[src/hdl/ubds_pkg.sv]
// ----------------------------------------------------------------------------
// UART baud divisor select package
// Shared widths, mode codes and the request record passed through the queue.
// ----------------------------------------------------------------------------
package ubds_pkg;

    localparam int BAUD_W = 21;
    localparam int MODE_W = 2;
    localparam int DIV_W  = 16;

    localparam logic [MODE_W-1:0] MODE_NORMAL = 2'd0;
    localparam logic [MODE_W-1:0] MODE_DOUBLE = 2'd1;

    // Request record handed from the front end to the divider back end
    typedef struct packed {
        logic [BAUD_W-1:0] baud;
        logic [MODE_W-1:0] mode;
    } ubds_req_t;

endpackage

[src/hdl/uart_baud_divisor_select_core.sv]
// Each request runs four divisions on the shared divider, then the pick step.
// The divider handles one request at a time; later requests wait in the queue.
// A two-entry request queue takes new requests while the divider works.
// busy is high only when the queue is full; done pulses for one cycle.
// rst_n clears the queue and the sequencer asynchronously.
// ----------------------------------------------------------------------------
// UART baud divisor select core
// Top level: request queue front end and sequential divider back end.
// ----------------------------------------------------------------------------
module uart_baud_divisor_select_core
    import ubds_pkg::*;
#(
    parameter int CLOCK_HZ = 16000000
)
(
    input  logic              clk,
    input  logic              rst_n,
    input  logic              start,
    output logic              busy,
    input  logic [BAUD_W-1:0] baud_rate,
    input  logic [MODE_W-1:0] speed_mode,
    output logic              done,
    output logic [DIV_W-1:0]  divisor,
    output logic              double_speed
);

    logic      q_valid, q_pop;
    ubds_req_t q_data;

    ubds_front u_front (
        .clk(clk), .rst_n(rst_n), .start(start), .baud_rate(baud_rate),
        .speed_mode(speed_mode), .busy(busy), .q_valid(q_valid),
        .q_data(q_data), .q_pop(q_pop)
    );

    ubds_back #(.CLOCK_HZ(CLOCK_HZ)) u_back (
        .clk(clk), .rst_n(rst_n), .q_valid(q_valid), .q_data(q_data),
        .q_pop(q_pop), .done(done), .divisor(divisor),
        .double_speed(double_speed)
    );

endmodule

[src/hdl/ubds_front.sv]
// ----------------------------------------------------------------------------
// UART baud divisor select front end
// Accepts requests, clamps zero baud to one, and feeds a two-entry queue.
// ----------------------------------------------------------------------------
module ubds_front
    import ubds_pkg::*;
(
    input  logic              clk,
    input  logic              rst_n,
    input  logic              start,
    input  logic [BAUD_W-1:0] baud_rate,
    input  logic [MODE_W-1:0] speed_mode,
    output logic              busy,
    output logic              q_valid,
    output ubds_req_t         q_data,
    input  logic              q_pop
);

    ubds_req_t   mem_reg [2];
    logic        wr_ptr_reg, wr_ptr_next;
    logic        rd_ptr_reg, rd_ptr_next;
    logic [1:0]  cnt_reg, cnt_next;
    logic        push;
    ubds_req_t   req;

    assign busy    = (cnt_reg == 2'd2);
    assign push    = start && !busy;
    assign q_valid = (cnt_reg != 2'd0);
    assign q_data  = mem_reg[rd_ptr_reg];

    always_comb
    begin
        req.baud = (baud_rate == '0) ? BAUD_W'(1) : baud_rate;
        req.mode = speed_mode;
        wr_ptr_next = wr_ptr_reg ^ push;
        rd_ptr_next = rd_ptr_reg ^ (q_pop && q_valid);
        cnt_next = cnt_reg + {1'b0, push} - {1'b0, q_pop && q_valid};
    end

    always_ff @(posedge clk)
    begin
        if (push)
        begin
            mem_reg[wr_ptr_reg] <= req;
        end
    end

    always_ff @(posedge clk or negedge rst_n)
    begin
        if (!rst_n)
        begin
            wr_ptr_reg <= 1'b0;
            rd_ptr_reg <= 1'b0;
            cnt_reg    <= 2'd0;
        end
        else
        begin
            wr_ptr_reg <= wr_ptr_next;
            rd_ptr_reg <= rd_ptr_next;
            cnt_reg    <= cnt_next;
        end
    end

endmodule

[src/hdl/ubds_back.sv]
// ----------------------------------------------------------------------------
// UART baud divisor select back end
// Runs four restoring divisions on one shared unit and picks the divisor.
// ----------------------------------------------------------------------------
module ubds_back
    import ubds_pkg::*;
#(
    parameter int CLOCK_HZ = 16000000
)
(
    input  logic             clk,
    input  logic             rst_n,
    input  logic             q_valid,
    input  ubds_req_t        q_data,
    output logic             q_pop,
    output logic             done,
    output logic [DIV_W-1:0] divisor,
    output logic             double_speed
);

    localparam int NW = 32;
    localparam int DW = 40;
    localparam int CW = 6;

    typedef enum logic [2:0] {S_IDLE, S_D16, S_D8, S_R16, S_R8, S_PICK} state_t;

    state_t           state_reg;
    logic [NW-1:0]    num_reg;
    logic [DW-1:0]    den_reg;
    logic [NW-1:0]    quo_reg;
    logic [DW-1:0]    rem_reg;
    logic [CW-1:0]    cnt_reg;
    logic [BAUD_W-1:0] baud_reg;
    logic [MODE_W-1:0] mode_reg;
    logic [DIV_W-1:0] d16_reg, d8_reg;
    logic [NW-1:0]    r16_reg;
    logic [DIV_W-1:0] divisor_reg;
    logic             dbl_reg, done_reg;

    logic [DW-1:0]    rem_sh;
    logic             fits;
    logic [DIV_W-1:0] qdiv;
    logic [NW-1:0]    e8, e16;

    assign rem_sh = {rem_reg[DW-2:0], num_reg[NW-1]};
    assign fits   = (rem_sh >= den_reg);
    assign qdiv   = quo_reg[DIV_W-1:0] - DIV_W'(1);
    assign q_pop  = (state_reg == S_IDLE) && q_valid;

    assign done         = done_reg;
    assign divisor      = divisor_reg;
    assign double_speed = dbl_reg;

    always_comb
    begin
        e16 = ({11'd0, baud_reg} > r16_reg) ? {11'd0, baud_reg} - r16_reg
                                             : r16_reg - {11'd0, baud_reg};
        e8  = ({11'd0, baud_reg} > quo_reg) ? {11'd0, baud_reg} - quo_reg
                                             : quo_reg - {11'd0, baud_reg};
    end

    always_ff @(posedge clk or negedge rst_n)
    begin
        if (!rst_n)
        begin
            state_reg <= S_IDLE;
            done_reg  <= 1'b0;
        end
        else
        begin
            done_reg <= (state_reg == S_PICK);
            case (state_reg)
                S_IDLE:
                begin
                    if (q_valid)
                    begin
                        baud_reg  <= q_data.baud;
                        mode_reg  <= q_data.mode;
                        num_reg   <= NW'(CLOCK_HZ) + {8'd0, q_data.baud, 3'd0};
                        den_reg   <= {15'd0, q_data.baud, 4'd0};
                        rem_reg   <= '0;
                        quo_reg   <= '0;
                        cnt_reg   <= '0;
                        state_reg <= S_D16;
                    end
                end
                S_PICK:
                begin
                    // quo_reg holds r8 here
                    if (mode_reg == MODE_NORMAL)
                        dbl_reg <= 1'b0;
                    else if (mode_reg == MODE_DOUBLE)
                        dbl_reg <= 1'b1;
                    else
                        dbl_reg <= (e8 < e16);
                    if (mode_reg == MODE_NORMAL)
                        divisor_reg <= d16_reg;
                    else if (mode_reg == MODE_DOUBLE)
                        divisor_reg <= d8_reg;
                    else
                        divisor_reg <= (e8 < e16) ? d8_reg : d16_reg;
                    state_reg <= S_IDLE;
                end
                default:
                begin
                    if (cnt_reg == CW'(NW))
                    begin
                        rem_reg <= '0;
                        cnt_reg <= '0;
                        case (state_reg)
                            S_D16:
                            begin
                                d16_reg   <= qdiv;
                                quo_reg   <= '0;
                                num_reg   <= NW'(CLOCK_HZ) + {9'd0, baud_reg, 2'd0};
                                den_reg   <= {16'd0, baud_reg, 3'd0};
                                state_reg <= S_D8;
                            end
                            S_D8:
                            begin
                                d8_reg    <= qdiv;
                                quo_reg   <= '0;
                                num_reg   <= NW'(CLOCK_HZ);
                                den_reg   <= {20'd0, {1'b0, d16_reg} + 17'd1, 3'd0} << 1;
                                state_reg <= S_R16;
                            end
                            S_R16:
                            begin
                                r16_reg   <= quo_reg;
                                quo_reg   <= '0;
                                num_reg   <= NW'(CLOCK_HZ);
                                den_reg   <= {20'd0, {1'b0, d8_reg} + 17'd1, 3'd0};
                                state_reg <= S_R8;
                            end
                            default:
                            begin
                                // hold the quotient for the pick
                                state_reg <= S_PICK;
                            end
                        endcase
                    end
                    else
                    begin
                        // one quotient bit a cycle
                        rem_reg <= fits ? rem_sh - den_reg : rem_sh;
                        quo_reg <= {quo_reg[NW-2:0], fits};
                        num_reg <= {num_reg[NW-2:0], 1'b0};
                        cnt_reg <= cnt_reg + CW'(1);
                    end
                end
            endcase
        end
    end

endmodule

[config.mk]
export PLATFORM = sky130hd
export DESIGN_NAME = uart_baud_divisor_select_core
export DESIGN_NICKNAME = d
export VERILOG_FILES = /design/src/hdl/ubds_pkg.sv /design/src/hdl/uart_baud_divisor_select_core.sv /design/src/hdl/ubds_front.sv /design/src/hdl/ubds_back.sv
export SDC_FILE = /design/constraint.sdc
export NUM_CORES = 1
export LEC_CHECK = 0
export BUFFER_PORTS_ARGS = -buffer_cell sky130_fd_sc_hd__clkbuf_2
export CAP_MARGIN = 20
export CORE_AREA = 2 2 185 187
export CTS_BUF_LIST = sky130_fd_sc_hd__clkbuf_16
export DETAILED_ROUTE_END_ITERATION = 16
export DIE_AREA = 0 0 187 189
export GPL_ROUTABILITY_DRIVEN = 0
export HOLD_SLACK_MARGIN = 0.15
export PLACE_DENSITY_LB_ADDON = 0.08
export SYNTH_ARGS = -nofsm -noshare
export SYNTH_HDL_FRONTEND = slang
export SYNTH_SLANG_ARGS = --single-unit
[constraint.sdc]
create_clock -name clk -period 16.1 [get_ports clk]
set_input_delay 0.805 -clock clk [delete_from_list [all_inputs] [get_ports clk]]
set_output_delay 0.805 -clock clk [all_outputs]
set_load 0.03 [all_outputs]
==> flow_summary.json <==
{
  "status": "completed",
  "final_cell_mix": "279 x edfxtp_1, 159 x nor2_1, 155 x nand2_1",
  "root_buffer": "clkbuf_16",
  "cp.arrival_ps": 6660,
  "grt_max_degree": 56,
  "drive_gt1_frac": 0.0918,
  "fin_area_um2": 21300,
  "start_util": 0.591,
  "vias_per_cell": 6.30,
  "grt_pass1_wl_um": 81800,
  "dp_hpwl_um": 39700,
  "vias": 15529,
  "core_um2": 33300,
  "cts_resized": 0,
  "timing.final.crit_share": 0.394,
  "finalSetupTns_ps": 0,
  "synth-async-reset-ratio": 0.0279,
  "final_common_cell": "edfxtp_1",
  "worstMarginPinSlew_ps": 921,
  "cts_tree": "yes",
  "finalClockSkew_ps": 20.7,
  "grt_use_total": 0.293,
  "crit_path_end_kind": "flop",
  "syn2layout_area_growth_pct": 8.37,
  "setup_viol": 0,
  "drt-initial-drc-count": 1467,
  "ios": 45,
  "netlist_area_um2": 19700,
  "die_y_um": 189,
  "synth.distinct_cells": 86,
  "fin_nets": 2175,
  "postCtsSetupBuffers": 0,
  "num_rows": 67,
  "antenna_found_initial": 0,
  "max-slew-margin-rel": 0.386,
  "place_area_um2": 20200,
  "wl_per_cell_um": 21.3,
  "finalPower_mw": 3.14,
  "rsz0062_at_grt": "false",
  "cts_max_level": 1,
  "vdd_drop_max_uv": 105,
  "largest_reg_flops": 46,
  "drcViolationCount": 0,
  "avgSynthCellArea_um2": 9.84,
  "crit_top_cell": "a21oi_1",
  "syn_inst": 2000,
  "worstSetupStartpointType": "flop",
  "path_class": "reg -> reg",
  "routed_wl_um": 52400,
  "max_freq_mhz": 158,
  "min_path_type": "in -> reg",
  "die_w_um": 187,
  "min_period_ps": 6340,
  "p_per_area_nw_per_um2": 147,
  "io_buffer_count": 44,
  "synthFlopType": "edfxtp_1",
  "syn-num-nets": 2179,
  "hold_path.startpoint": "speed_mode[0]",
  "post-place-ws_ps": 9940,
  "whs_ps": 421,
  "grt_pass1_vias": 14693,
  "leakage_nw": 8.41,
  "path_clk_slew_ps": 60,
  "drv_cap": 0,
  "yosysSeqAreaShare": 0.436,
  "yosys_register_bits": 287,
  "worstReg2RegStart": "u_back.baud_reg[5]$_DFFE_PP_",
  "die_area_um2": 35300,
  "cp_max_fo": 19,
  "synth-edff-count": 279,
  "drv_slew": 0,
  "ctsLongestPathBuffers": 3,
  "overflow": 0,
  "ant_nets": 0,
  "dr.pass1.iters": 6,
  "fillCellCount": 2751,
  "num_antenna_cells": 0,
  "worstPathRequired_ps": 16420,
  "slowest_delay_ps": 790,
  "setup_slack_ps": 9760,
  "clock_latency_ps": 570,
  "cp_slowest_cell": "or2_1",
  "crit_start": "u_back.baud_reg[5]$_DFFE_PP_",
  "numClockSinks": 287,
  "hold_violations": 0,
  "yosys_warnings": 0,
  "path_cells": "ha_1 -> nand2_1 -> o31ai_1 -> nand3b_1 -> a2111oi_2 -> or2_1 -> mux2i_1 -> o221ai_1 -> xnor2_1 -> ha_1 -> a21o_1 -> a21o_1 -> a21oi_1 -> nand2b_1 -> a21oi_1 -> a21oi_1 -> o21ai_1 -> buf_4 -> mux2_2",
  "numCtsBuffers": 30
}
==> cell type report <==
| type | count | area, um^2 | area share |
|---|---|---|---|
| Inverter | 136 | 510 | 0.0239 |
| Multi-Input combinational cell | 1473 | 10200 | 0.480 |
| Clock buffer | 30 | 751 | 0.0352 |
| Tap cell | 448 | 561 | 0.0263 |
| Clock inverter | 21 | 245 | 0.0115 |
| Timing Repair Buffer | 68 | 445 | 0.0209 |
| Sequential cell | 287 | 8580 | 0.402 |
==> worst paths after layout <==
check / slack [ps] / depth (start not counted) / endpoint
worst max-delay path: 9760 / 19 / u_back.divisor[2]$_DFFE_PP_
worst min-delay path: 420 / 1 / u_front.mem_reg[0][0]$_DFFE_PP_
worst max register to register: 9760 / 19 / u_back.divisor[2]$_DFFE_PP_
worst min register to register: 480 / 0 / u_back.r16_reg[11]$_DFFE_PP_
max in group asynchronous: 15200 / 2 / u_front.wr_ptr_reg$_DFF_PN0_
min in group asynchronous: 670 / 2 / u_back.done$_DFF_PN0_
==> routing by layer <==
layer,global-route usage,vias up,part of all wire
met5,0,-,0
met4,0.100,0,0.037
met3,0.0328,127,0.077
met2,0.475,694,0.46
met1,0.412,7401,0.43
li1,-,7307,-
==> through the flow <==
stage,util,std cells
global placement,0.608,2407
floorplan,-,2000
CTS,0.639,2459
detailed placement,0.608,2407
global route,0.641,2463
finish,0.641,2463
==> power breakdown <==
| part | switching [mW] | total (mW) | internal (mW) |
|---|---|---|---|
| Sequential | 0.120 | 1.17 | 1.05 |
| Combinational | 0.756 | 1.26 | 0.507 |
| Clock | 0.290 | 0.708 | 0.417 |
==> what timing repair did <==
action                                  4_1_cts  5_1_grt
hold endpoints to repair                      8        0
hold buffers                                  1        0
endpoints found under the setup margin        0        0
==> worst max-delay path, delay by kind of cell (launching register included) <==
kind	cells	cell delay (ps)
and+or+nand+nor	4	1310
DFF	1	510
buffers and inverters	1	290
muxes	2	800
xor gates and xnor gates	1	160
adders and majority gates	2	800
AOI/OAI and AO/OA	9	2200
==> cell usage after synthesis (17+ instances only) <==
library cell / n / area share
nor2b_1: 25 / 0.0079
xor2_1: 42 / 0.019
nor3_1: 46 / 0.012
clkbuf_1: 89 / 0.017
a211oi_1: 25 / 0.0095
nand2b_1: 19 / 0.0060
xnor2_1: 103 / 0.046
inv_1: 135 / 0.026
mux2i_1: 27 / 0.014
mux2_2: 35 / 0.020
edfxtp_1: 279 / 0.43
a31oi_1: 26 / 0.0083
o21ai_0: 77 / 0.020
a21o_1: 50 / 0.019
nand4_1: 29 / 0.0092
and3_1: 39 / 0.012
nor2_1: 160 / 0.031
ha_1: 148 / 0.094
a21oi_1: 153 / 0.039
nand2_1: 156 / 0.030
o21bai_1: 17 / 0.0065
nand3_1: 54 / 0.014
==> cell families (layout without fill, tap and decap cells) <==
logic type               after synthesis  count (layout)  share of synthesized area
adder cells (fa/ha/maj)              153             153                     0.0992
AND/OR/NAND/NOR                      599             599                      0.146
buffers and inverters                240             255                     0.0469
XOR/XNOR                             145             145                     0.0645
multiplexers                          65              65                     0.0357
flip-flops                           287             287                      0.436
AO/OA/AOI/OAI                        511             511                      0.171
Power figures use the tool's default switching activity.
